$ cat config.mk
export PLATFORM = sky130hd
export DESIGN_NAME = der_rsa_public_key_parser
export DESIGN_NICKNAME = d
export VERILOG_FILES = /design/src/hdl/drp_pkg.sv /design/src/hdl/drp_parse_core.sv /design/src/hdl/drp_result_fifo.sv /design/src/hdl/der_rsa_public_key_parser.sv
export SDC_FILE = /design/constraint.sdc
export NUM_CORES = 2
export LEC_CHECK = 0
export BUFFER_PORTS_ARGS = -buffer_cell sky130_fd_sc_hd__buf_2
export CORE_ASPECT_RATIO = 2
export CORE_MARGIN = 2
export CORE_UTILIZATION = 45
export CTS_CLUSTER_SIZE = 12
export DETAILED_ROUTE_END_ITERATION = 7
export PLACE_DENSITY = 0.71
export SLEW_MARGIN = 20
export SYNTH_ARGS = -nofsm -noshare
export SYNTH_HDL_FRONTEND = slang
export SYNTH_SLANG_ARGS = --single-unit
$ cat constraint.sdc
create_clock -name clk -period 12.2 [get_ports clk]
set_input_delay 0.61 -clock clk [delete_from_list [all_inputs] [get_ports clk]]
set_output_delay 0.61 -clock clk [all_outputs]
set_load 0.03 [all_outputs]
$ cat src/hdl/drp_pkg.sv
`timescale 1ns / 1ps
`default_nettype none
// ----------------------------------------------------------------------------
// drp_pkg
// Shared types for the DER RSA public key parser: phases, result beats and
// the push bundle from the parse core to the result queue.
// ----------------------------------------------------------------------------
package drp_pkg;

	// depth of the result queue between the parse core and the output port
	localparam int RES_DEPTH = 8;

	// DER tag values
	localparam logic [7:0] TAG_SEQUENCE = 8'h30;
	localparam logic [7:0] TAG_INTEGER  = 8'h02;

	// parse phases, one-hot
	typedef enum logic [12:0] {
		PH_SEQ_TAG  = 13'b0000000000001,
		PH_SEQ_LEN  = 13'b0000000000010,
		PH_SEQ_LENX = 13'b0000000000100,
		PH_N_TAG    = 13'b0000000001000,
		PH_N_LEN    = 13'b0000000010000,
		PH_N_LENX   = 13'b0000000100000,
		PH_N_BODY   = 13'b0000001000000,
		PH_E_TAG    = 13'b0000010000000,
		PH_E_LEN    = 13'b0000100000000,
		PH_E_LENX   = 13'b0001000000000,
		PH_E_BODY   = 13'b0010000000000,
		PH_DONE     = 13'b0100000000000,
		PH_FAIL     = 13'b1000000000000
	} phase_t;

	typedef enum logic [1:0] {
		KIND_MODULUS  = 2'd0,
		KIND_EXPONENT = 2'd1,
		KIND_STATUS   = 2'd2
	} kind_t;

	typedef enum logic [1:0] {
		ST_OK        = 2'd0,
		ST_BAD_INPUT = 2'd1,
		ST_DER_ERROR = 2'd2
	} status_t;

	// one result beat
	typedef struct packed {
		kind_t       kind;
		logic [7:0]  value;
		status_t     status;
		logic [15:0] bits;
		logic [31:0] mod_len;
		logic [31:0] exp_len;
		logic        eor;
	} result_t;

	// up to two results per input byte; slot 1 is only used when slot 0 is
	typedef struct packed {
		logic    v0;
		result_t r0;
		logic    v1;
		result_t r1;
	} push_t;

endpackage
`default_nettype wire

$ cat src/hdl/drp_parse_core.sv
`timescale 1ns / 1ps
`default_nettype none
// ----------------------------------------------------------------------------
// drp_parse_core
// Per-byte DER walker: tag and length checks, sign byte drop, component
// streaming and final status, all resolved combinationally for each byte.
// ----------------------------------------------------------------------------
module drp_parse_core
	import drp_pkg::*;
#(
	parameter int MAX_LENGTH_OCTETS = 4,
	parameter int MIN_KEY_BYTES     = 8
) (
	input  wire logic       clk,
	input  wire logic       arst_n,
	input  wire logic       valid,
	input  wire logic [7:0] data,
	input  wire logic       last,
	output push_t           push
);

	// bit length of one byte
	function automatic logic [3:0] bit_length8(input logic [7:0] b);
		logic [3:0] n;
		n = 4'd0;
		for (int i = 0; i < 8; i++) begin
			if (b[i]) n = 4'(i + 1);
		end
		return n;
	endfunction

	phase_t      phase_q;
	logic [31:0] acc_q;
	logic [2:0]  left_q;
	logic [31:0] seq_q;
	logic [31:0] int_q;
	logic [3:0]  seen_q;
	logic        fcp_q;
	logic        nz_q;
	logic [15:0] bits_q;
	logic [31:0] mcnt_q;
	logic [31:0] ecnt_q;
	logic        err_q;

	phase_t      ph_eff;
	phase_t      ph_n;
	logic [31:0] acc_n;
	logic [2:0]  left_n;
	logic [31:0] seq_n;
	logic [31:0] int_n;
	logic [3:0]  seen_n;
	logic        fcp_n;
	logic        nz_n;
	logic [15:0] bits_n;
	logic [31:0] mcnt_n;
	logic [31:0] ecnt_n;
	logic        err_n;

	logic        len_done;
	logic [31:0] len_val;
	logic        comp_v;
	kind_t       comp_kind;
	status_t     code;
	logic [6:0]  oct_n;
	logic [16:0] bits_sum;
	result_t     comp_r;
	result_t     stat_r;

	// next state for one byte
	always_comb begin
		ph_n      = phase_q;
		acc_n     = acc_q;
		left_n    = left_q;
		seq_n     = seq_q;
		int_n     = int_q;
		seen_n    = (seen_q == 4'd15) ? seen_q : seen_q + 4'd1;
		fcp_n     = fcp_q;
		nz_n      = nz_q;
		bits_n    = bits_q;
		mcnt_n    = mcnt_q;
		ecnt_n    = ecnt_q;
		err_n     = err_q;
		len_done  = 1'b0;
		len_val   = 32'd0;
		comp_v    = 1'b0;
		comp_kind = KIND_MODULUS;
		oct_n     = data[6:0];
		bits_sum  = {1'b0, bits_q} + 17'd8;
		ph_eff    = phase_q;

		// element must fit in what is left of the sequence
		if (phase_q == PH_N_TAG || phase_q == PH_N_LEN || phase_q == PH_N_LENX ||
			phase_q == PH_N_BODY || phase_q == PH_E_TAG || phase_q == PH_E_LEN ||
			phase_q == PH_E_LENX || phase_q == PH_E_BODY || phase_q == PH_DONE) begin
			if (seq_q == 32'd0) begin
				if (phase_q != PH_DONE) begin
					err_n  = 1'b1;
					ph_n   = PH_FAIL;
					ph_eff = PH_FAIL;
				end
			end else begin
				seq_n = seq_q - 32'd1;
			end
		end

		unique case (ph_eff)
			PH_SEQ_TAG: begin
				if (data == TAG_SEQUENCE) ph_n = PH_SEQ_LEN;
				else begin
					err_n = 1'b1;
					ph_n  = PH_FAIL;
				end
			end
			PH_N_TAG: begin
				if (data == TAG_INTEGER) ph_n = PH_N_LEN;
				else begin
					err_n = 1'b1;
					ph_n  = PH_FAIL;
				end
			end
			PH_E_TAG: begin
				if (data == TAG_INTEGER) ph_n = PH_E_LEN;
				else begin
					err_n = 1'b1;
					ph_n  = PH_FAIL;
				end
			end
			PH_SEQ_LEN, PH_N_LEN, PH_E_LEN: begin
				if (!data[7]) begin
					len_done = 1'b1;
					len_val  = {24'd0, data};
				end else if (oct_n == 7'd0 || oct_n > 7'(MAX_LENGTH_OCTETS)) begin
					err_n = 1'b1;
					ph_n  = PH_FAIL;
				end else begin
					acc_n  = 32'd0;
					left_n = oct_n[2:0];
					unique case (ph_eff)
						PH_SEQ_LEN: ph_n = PH_SEQ_LENX;
						PH_N_LEN:   ph_n = PH_N_LENX;
						default:    ph_n = PH_E_LENX;
					endcase
				end
			end
			PH_SEQ_LENX, PH_N_LENX, PH_E_LENX: begin
				acc_n  = {acc_q[23:0], data};
				left_n = left_q - 3'd1;
				if (left_n == 3'd0) begin
					len_done = 1'b1;
					len_val  = acc_n;
				end
			end
			PH_N_BODY, PH_E_BODY: begin
				int_n = int_q - 32'd1;
				fcp_n = 1'b0;
				if (!(fcp_q && data == 8'h00)) begin
					comp_v = 1'b1;
					if (ph_eff == PH_N_BODY) begin
						comp_kind = KIND_MODULUS;
						mcnt_n    = mcnt_q + 32'd1;
						if (nz_q) begin
							bits_n = bits_sum[16] ? 16'hFFFF : bits_sum[15:0];
						end else if (data != 8'h00) begin
							nz_n   = 1'b1;
							bits_n = {12'd0, bit_length8(data)};
						end
					end else begin
						comp_kind = KIND_EXPONENT;
						ecnt_n    = ecnt_q + 32'd1;
					end
				end
				if (int_n == 32'd0) ph_n = (ph_eff == PH_N_BODY) ? PH_E_TAG : PH_DONE;
			end
			PH_DONE, PH_FAIL: begin
			end
			default: begin
			end
		endcase

		// a complete length closes out its element header
		if (len_done) begin
			if (ph_eff == PH_SEQ_LEN || ph_eff == PH_SEQ_LENX) begin
				seq_n = len_val;
				ph_n  = PH_N_TAG;
			end else if (len_val > seq_n) begin
				err_n = 1'b1;
				ph_n  = PH_FAIL;
			end else begin
				int_n = len_val;
				fcp_n = 1'b1;
				if (ph_eff == PH_N_LEN || ph_eff == PH_N_LENX)
					ph_n = (len_val == 32'd0) ? PH_E_TAG : PH_N_BODY;
				else
					ph_n = (len_val == 32'd0) ? PH_DONE : PH_E_BODY;
			end
		end

		// final status on the last byte
		priority if (seen_n < 4'(MIN_KEY_BYTES)) code = ST_BAD_INPUT;
		else if (err_n || ph_n != PH_DONE || seq_n != 32'd0) code = ST_DER_ERROR;
		else code = ST_OK;
	end

	// result beats for this byte
	always_comb begin
		comp_r         = '0;
		comp_r.kind    = comp_kind;
		comp_r.value   = data;
		comp_r.status  = ST_OK;
		comp_r.eor     = !last;
		stat_r         = '0;
		stat_r.kind    = KIND_STATUS;
		stat_r.status  = code;
		stat_r.eor     = 1'b1;
		if (code == ST_OK) begin
			stat_r.bits    = bits_n;
			stat_r.mod_len = mcnt_n;
			stat_r.exp_len = ecnt_n;
		end
		push = '0;
		if (valid) begin
			if (comp_v) begin
				push.v0 = 1'b1;
				push.r0 = comp_r;
				push.v1 = last;
				push.r1 = stat_r;
			end else begin
				push.v0 = last;
				push.r0 = stat_r;
			end
		end
	end

	// parser state, back to reset after every last byte
	always_ff @(posedge clk or negedge arst_n) begin
		if (!arst_n) begin
			phase_q <= PH_SEQ_TAG;
			acc_q   <= '0;
			left_q  <= '0;
			seq_q   <= '0;
			int_q   <= '0;
			seen_q  <= '0;
			fcp_q   <= 1'b0;
			nz_q    <= 1'b0;
			bits_q  <= '0;
			mcnt_q  <= '0;
			ecnt_q  <= '0;
			err_q   <= 1'b0;
		end else if (valid) begin
			if (last) begin
				phase_q <= PH_SEQ_TAG;
				acc_q   <= '0;
				left_q  <= '0;
				seq_q   <= '0;
				int_q   <= '0;
				seen_q  <= '0;
				fcp_q   <= 1'b0;
				nz_q    <= 1'b0;
				bits_q  <= '0;
				mcnt_q  <= '0;
				ecnt_q  <= '0;
				err_q   <= 1'b0;
			end else begin
				phase_q <= ph_n;
				acc_q   <= acc_n;
				left_q  <= left_n;
				seq_q   <= seq_n;
				int_q   <= int_n;
				seen_q  <= seen_n;
				fcp_q   <= fcp_n;
				nz_q    <= nz_n;
				bits_q  <= bits_n;
				mcnt_q  <= mcnt_n;
				ecnt_q  <= ecnt_n;
				err_q   <= err_n;
			end
		end
	end

endmodule
`default_nettype wire

$ cat src/hdl/drp_result_fifo.sv
`timescale 1ns / 1ps
`default_nettype none
// ----------------------------------------------------------------------------
// drp_result_fifo
// Result queue: takes up to two beats a cycle from the parse core and
// hands them out one beat a cycle while pop is high.
// ----------------------------------------------------------------------------
module drp_result_fifo
	import drp_pkg::*;
#(
	parameter int DEPTH = 8
) (
	input  wire logic                   clk,
	input  wire logic                   arst_n,
	input  wire push_t                  push,
	input  wire logic                   pop,
	output result_t                     head,
	output logic                        not_empty,
	output logic [$clog2(DEPTH+1)-1:0]  level
);

	localparam int AW = $clog2(DEPTH);
	localparam int LW = $clog2(DEPTH + 1);

	result_t         mem_q [DEPTH];
	logic [AW-1:0]   wr_q;
	logic [AW-1:0]   rd_q;
	logic [AW-1:0]   wr_next1;
	logic [LW-1:0]   level_q;
	logic [LW-1:0]   n_push;
	logic            do_pop;

	assign wr_next1  = (wr_q == AW'(DEPTH - 1)) ? '0 : wr_q + AW'(1);
	assign n_push    = LW'(push.v0) + LW'(push.v1);
	assign do_pop    = pop && (level_q != '0);
	assign head      = mem_q[rd_q];
	assign not_empty = (level_q != '0);
	assign level     = level_q;

	// entry storage
	always_ff @(posedge clk) begin
		if (push.v0) mem_q[wr_q] <= push.r0;
		if (push.v1) mem_q[wr_next1] <= push.r1;
	end

	// pointers and fill level
	always_ff @(posedge clk or negedge arst_n) begin
		if (!arst_n) begin
			wr_q    <= '0;
			rd_q    <= '0;
			level_q <= '0;
		end else begin
			if (push.v1) wr_q <= (wr_next1 == AW'(DEPTH - 1)) ? '0 : wr_next1 + AW'(1);
			else if (push.v0) wr_q <= wr_next1;
			if (do_pop) rd_q <= (rd_q == AW'(DEPTH - 1)) ? '0 : rd_q + AW'(1);
			level_q <= level_q + n_push - LW'(do_pop);
		end
	end

endmodule
`default_nettype wire

$ cat src/hdl/der_rsa_public_key_parser.sv
`timescale 1ns / 1ps
`default_nettype none
// ----------------------------------------------------------------------------
// der_rsa_public_key_parser: a byte beat passes the input register and the parse
// core into the result queue; throughput 1 byte per cycle while in_ready is high
// a last byte that yields two results drains them one at a time at the queue port
// async reset clears parser state and result queue at once, no clearing pass
// ----------------------------------------------------------------------------
module der_rsa_public_key_parser
	import drp_pkg::*;
#(
	parameter int MAX_LENGTH_OCTETS = 4,
	parameter int MIN_KEY_BYTES     = 8
) (
	input  wire logic        clk,
	input  wire logic        arst_n,
	input  wire logic        in_valid,
	output logic             in_ready,
	input  wire logic [7:0]  data_byte,
	input  wire logic        last_byte,
	output logic             out_valid,
	input  wire logic        out_ready,
	output logic [1:0]       item_kind,
	output logic [7:0]       value_byte,
	output logic [1:0]       status_code,
	output logic [15:0]      modulus_bit_count,
	output logic [31:0]      modulus_byte_count,
	output logic [31:0]      exponent_byte_count,
	output logic             end_of_run
);

	localparam int LW = $clog2(RES_DEPTH + 1);

	logic          valid_s1;
	logic [7:0]    data_s1;
	logic          last_s1;
	push_t         push;
	result_t       head;
	logic [LW-1:0] level;
	logic [LW:0]   need;

	// room for two more beats beyond what is queued and in flight
	assign need     = {1'b0, level} + (valid_s1 ? (LW+1)'(2) : '0);
	assign in_ready = (need <= (LW+1)'(RES_DEPTH - 2));

	// input register
	always_ff @(posedge clk or negedge arst_n) begin
		if (!arst_n) begin
			valid_s1 <= 1'b0;
		end else begin
			valid_s1 <= in_valid && in_ready;
		end
	end

	always_ff @(posedge clk) begin
		if (in_valid && in_ready) begin
			data_s1 <= data_byte;
			last_s1 <= last_byte;
		end
	end

	drp_parse_core #(
		.MAX_LENGTH_OCTETS (MAX_LENGTH_OCTETS),
		.MIN_KEY_BYTES     (MIN_KEY_BYTES)
	) u_core (
		.clk    (clk),
		.arst_n (arst_n),
		.valid  (valid_s1),
		.data   (data_s1),
		.last   (last_s1),
		.push   (push)
	);

	drp_result_fifo #(
		.DEPTH (RES_DEPTH)
	) u_fifo (
		.clk       (clk),
		.arst_n    (arst_n),
		.push      (push),
		.pop       (out_ready),
		.head      (head),
		.not_empty (out_valid),
		.level     (level)
	);

	// output beat fields
	assign item_kind           = head.kind;
	assign value_byte          = head.value;
	assign status_code         = head.status;
	assign modulus_bit_count   = head.bits;
	assign modulus_byte_count  = head.mod_len;
	assign exponent_byte_count = head.exp_len;
	assign end_of_run          = head.eor;

	// checks
	a_level_bound: assert property (@(posedge clk) disable iff (!arst_n)
		level <= LW'(RES_DEPTH))
		else $error("result queue over capacity");

	a_slot_order: assert property (@(posedge clk) disable iff (!arst_n)
		push.v1 |-> (push.v0 && push.r1.kind == KIND_STATUS && push.r1.eor))
		else $error("second result slot used out of order");

	a_single_eor: assert property (@(posedge clk) disable iff (!arst_n)
		(push.v0 && !push.v1) |-> push.r0.eor)
		else $error("end of run mark wrong on single result");

	a_status_last: assert property (@(posedge clk) disable iff (!arst_n)
		(push.v0 && push.r0.kind == KIND_STATUS) |-> last_s1)
		else $error("status beat on a byte that is not last");

endmodule
`default_nettype wire
After elaboration in Yosys (flattened, before gate mapping)
Memory sizes are Yosys's and may differ from the RTL's.
Cells that the tools add are included.
- flip-flop bits (word level): 211
- memory bits (writable): 744
- bits of input ports: 13
- output and inout port bits: 95
- logic and storage cells: 217
- memories: 1
- add/sub/neg operators: 14
- magnitude comparators: 4
- equal/unequal tests: 31
- multiplexer cells: 112
- reductions and logical operators: 37
- memories (memory ; depth ; bits a word ; rd ports ; clocked after memory_dff ; write ports ; line ; text):
    u_fifo.mem_q ; 8 ; 93 ; 1 ; 0 ; 2 ; drp_result_fifo.sv:25 ; result_t mem_q [DEPTH];
- operators with widths (cell ; count):
    32-bit two-way mux ; 19
    188-bit two-way mux ; 1
    94-bit two-way mux ; 2
    13-bit two-way mux ; 14
    16-bit two-way mux ; 7
    32-bit zero test ; 3
    80-bit two-way mux ; 1
    24-bit two-way mux ; 3
    13-bit one-hot mux with 5 select lines ; 1
    32-bit by 1-bit adder with 32-bit output, second input constant ; 2
    32-bit one-hot mux with 2 select lines ; 1
    32-bit by 1-bit subtractor with 32-bit output, second input constant ; 2
    24-bit one-hot mux with 2 select lines ; 1
    3-bit two-way mux ; 12
    32-bit > comparator ; 1
    1-bit two-way mux ; 32
    32-bit nonzero test ; 1
    13-bit by 10-bit == test with 1-bit output, second input constant ; 2
    13-bit by 11-bit == test with 1-bit output, second input constant ; 2
    13-bit by 4-bit == test with 1-bit output, second input constant ; 2
    13-bit by 5-bit == test with 1-bit output, second input constant ; 2
    13-bit by 6-bit == test with 1-bit output, second input constant ; 2
    13-bit by 7-bit == test with 1-bit output, second input constant ; 2
    13-bit by 8-bit == test with 1-bit output, second input constant ; 2
    46 further kinds ; 81

Longest topological paths before layout
- depth after elaboration: 31
- gate-level depth with buffers: 27
- depth with buffers taken out: 22

By module
A second synthesis with hierarchy kept.
- cell total of the unflattened synthesis: 4094
- area, all modules: 54230.8 um^2
- by module, submodules not included (module ; instances ; cells each ; area each (um^2) ; sequential area each (um^2)):
    drp_result_fifo ; 1 ; 1986 ; 37593.6 ; 22591.7
    drp_parse_core ; 1 ; 2088 ; 16275.6 ; 4780.8
    der_rsa_public_key_parser ; 1 ; 20 ; 361.6 ; 295.3

Least setup slack after synthesis
No wires, ideal clock.
- path kind: reg2reg
- start point: register u_core.phase_q[7]
- end point: memory u_fifo.mem_q[3][0] (netlist bit), enable pin
- library setup time: 0.642 ns
- arrival time: 8.571 ns
- required time: 11.558 ns
- slack: 2.987 ns
- stages on the path, launching flop included: 12
- path buffers: 2
- clock period less this slack: 9.213 ns
- path through: dfrtp_1 > buf_2 > xor2_1 > a221oi_1 > o32ai_1 > a211oi_1 > and3_1 > clkbuf_1 > nand2_1 > nor2_1 > nand2_1 > o21ai_0
- RTL lines (item ; line ; text):
    from (decl) ; drp_parse_core.sv:32 ; phase_t phase_q;
    from (signal assigned) ; drp_parse_core.sv:264 ; phase_q <= ph_n;
    to (decl) ; drp_result_fifo.sv:25 ;

==> flow_summary.toml <==
[outcome]
status = "complete, no violations"

[floorplanning]
initial_core_util_pct = 45.3
rows = 171
ioPinCount = 108
die_w_um = 238
die_h_um = 471
core-area_mm2 = 0.108
die_area_mm2 = 0.112

[logic_synthesis]
synth.top_cell.area_share_pct = 41.6
syn-num-nets = 4272
yosys_warnings = 0
synth-simple-area-share_pct = 17.4
ys_async_sr_fraction_pct = 21.2
synth_cell_types = 84
synth_common_cells = "edfxtp_1, nor3_1, nor2_1, nand2_1, clkbuf_1"
yosys.area.top_type = "edfxtp_1"
synth_xor_area_share_pct = 1.89
synthMuxAreaShare_pct = 12.8
synth_compound_area_share_pct = 7.54
synth_adder_area_share_pct = 1.60
syn_area_mm2 = 0.0491
synth-edff-count = 681
synthCells = 4197
synth-main-ff-cell = "edfxtp_1"
yosysMostFrequentCell = "edfxtp_1"
ys_seq_area_share_pct = 54.9
synth_top_family_by_area = "simple AND/OR/NAND/NOR gates"
syn_avg_cell_area_um2 = 11.7
yosys-top-cells-area = "edfxtp_1, dfrtp_1, mux4_2"
ys_seq_elements = 955

[worst_hold_path]
hold_depth = 1
hold_class = "in -> reg"
min_from = "data_byte[3]"
whs_endpoint = "data_s1[3]"

[worst_setup_path]
cp-end-kind = "flop"
reg2regPathDepth = 20
worst_ep_arrival_time_ps = 9810
cp_slowest_cell = "nand4_1"
crit_type = "reg -> reg"
cp_cell_sequence = "or4_1 -> or3_1 -> nor3_4 -> or4b_1 -> a221oi_4 -> o21a_1 -> buf_4 -> and2_1 -> ha_1 -> and3_1 -> nand3_1 -> nor4_1 -> o2bb2ai_1 -> and2_1 -> o21a_1 -> nand3b_1 -> a21oi_1 -> nand4_1 -> buf_12 -> nor3_1"
crit_fanout = 231
start_kind = "flop"
critPathRequiredTime_ps = 12710
r2r-end = "u_fifo.mem_q[2][7]"
reg2reg_from = "u_core.seq_q[2]"
reg2reg_slack_ps = 2900
cpPeakStageDelay_ps = 820

[final_layout]
fin_area_mm2 = 0.0534
drive_gt1_share_pct = 16.7
num-nets-final = 4203
final_util_pct = 49.2
fill_cells = 9420
area_delta_synth_final_pct = 8.67

[cts]
numCtsBuffers = 92
cts.path.max_buffers = 3
clk_pin_slew_worst_paths_ps = 70
root_buffer = "clkbuf_16"
cts_tree = "built"
cts-htree-levels = 3
clk_latency_ps = 710
cts_setup_buffers = 0
ctsHoldBuffers = 1
cts_resized = 0
cts_sinks = 955

[sta]
slew_headroom_pct = 15.0
drv_slew = 0
finalSetupViolations = 0
fmax_mhz = 108
grt_setup_unrepaired = "no"
hold_viol_final = 0
skew_ps = 30.6
tightest_slew_ps = 1280
min_period_over_period_pct = 76.2
fin_crit_ps = 9300
tns_ps = 0

[detailed_routing]
ant_nets = 0
drc = 0
wl_per_cell_um = 26.3
num_vias = 35546
drtIter0Drc = 3023
wl_met1_mm = 51.3
firstDrtPassIters = 6
wl_met2_mm = 76.9
drt-total-wl_mm = 147
met3_length_mm = 9.43
viasPerCell = 6.36
top_layer_used = "met5"

[global_route]
groute.usage.overall_pct = 26.3
gr-total-overflow = 0
grt_max_degree = 232
grt_pass1_vias = 36214
antenna_found_initial = 4
grt_pass1_wl_mm = 222

[power]
p_leak_nw = 18.1
power_frac_comb_pct = 32.6
power_density_mw_per_mm2 = 180
switching_power_w = 0.00341
intPower_w = 0.00621
clockPowerShare_pct = 28.3
pwr-share-seq_pct = 39.1
p_sw_share_pct = 35.4
ir_drop_mv = 0.137

[flow_run]
drv_cap = 0

[placement]
portBuffers = 107
dp_hpwl_mm = 88.7
placed_area_mm2 = 0.0506
globalplace.congestion = 0.976
==> how the worst max path moves through the flow <==
stage / from / to / slack, ps / depth (start not counted)
3_5_place_dp: u_core.seq_q[2] / u_fifo.mem_q[4][28] / 3500 / 20
5_1_grt: u_core.seq_q[2] / u_fifo.mem_q[0][24] / 2600 / 20
2_1_floorplan: u_core.phase_q[7] / u_fifo.mem_q[3][0] / 2990 / 11
6_report: u_core.seq_q[2] / u_fifo.mem_q[2][7] / 2900 / 20
3_3_place_gp: u_core.seq_q[2] / u_fifo.mem_q[0][82] / 3590 / 20
4_1_cts: u_core.seq_q[2] / u_fifo.mem_q[1][26] / 3440 / 20
==> placed cells by master (no fill, tap or decap), drive strengths merged, types with 14 or more instances in the layout <==
cell,Yosys,final
a21oi,132,132
a22o,46,46
a22oi,16,16
a31oi,15,15
and2,52,52
and3,44,44
buf,141,196
clkbuf,219,158
dfrtp,201,201
dfxtp,72,72
edfxtp,681,681
ha,61,61
inv,65,71
mux2,96,96
mux2i,100,100
mux4,186,186
nand2,292,292
nand2b,18,18
nand3,65,65
nand4,28,28
nor2,385,385
nor2b,14,14
nor3,625,625
nor4,77,77
nor4b,14,14
o21ai,173,173
o22ai,22,22
o2bb2ai,71,71
or3,20,20
or4,22,22
xnor2,58,58
xor2,48,48
==> registers in the layout, indices dropped and copies added (netlist names), 8 cells and up <==
register,flops
u_core.acc_q,24
u_fifo.mem_q,744
u_core.bits_q,16
u_core.seq_q,32
u_core.int_q,32
u_core.mcnt_q,32
data_s1,8
u_core.phase_q,13
u_core.ecnt_q,32
==> cell families (layout without fill, tap and decap cells) <==
logic type	after synthesis	after routing
simple gates	1697	1697
flops	955	955
compound gates	570	570
buf+inv	425	432
mux	382	382
xor+xnor	106	106
fa+ha+maj	62	62
other cells	0	1
==> routing by layer <==
layer / track usage (%) / vias to the layer above
met4: 16.0 / 2
met5: 0 / -
met3: 4.21 / 485
met1: 29.3 / 17845
met2: 46.9 / 1539
li1: - / 15675
==> per-stage QoR <==
stage | instances | hold slack, ps | setup WS [ps] | total power [W]
final | 5589 | 76.2 | 2900 | 0.00962
after global routing | 5589 | 61.8 | 2600 | 0.00996
after CTS | 5588 | 31.7 | 3440 | 0.00966
after detailed placement | 5417 | 475 | 3500 | 0.00696
after global placement | 5417 | 461 | 3590 | 0.00694
after floorplan | 4197 | 314 | 2990 | 0.00599
==> critical path, delay by kind of cell, from the launching register on <==
family / cells / cell delay, ps
and+or+nand+nor: 12 / 5060
AOI/OAI and AO/OA: 5 / 2140
adders and majority gates: 1 / 140
DFF: 1 / 460
buffers and inverters: 2 / 910
==> layout make-up <==
cell class	count	area, um2	area share (%)
sequential	955	27000	50.5
multi-input combinational	2817	20400	38.2
clock buffer	158	2610	4.89
tap	1384	1730	3.25
timing repair buffer	197	1260	2.36
inverter	65	249	0.467
clock inverter	12	145	0.272
antenna	1	2.50	0.00469
==> power groups by stage <==
| stage | logic [W] | registers [W] | clock network [W] |
|---|---|---|---|
| global route | 0.00331 | 0.00378 | 0.00287 |
| detailed placement | 0.00313 | 0.00383 | 0 |
| CTS | 0.00314 | 0.00376 | 0.00276 |
| global placement | 0.00312 | 0.00382 | 0 |
| finish | 0.00313 | 0.00377 | 0.00273 |
| floorplan | 0.00225 | 0.00374 | 0 |
No activity file was read; power rests on OpenSTA's default activity.
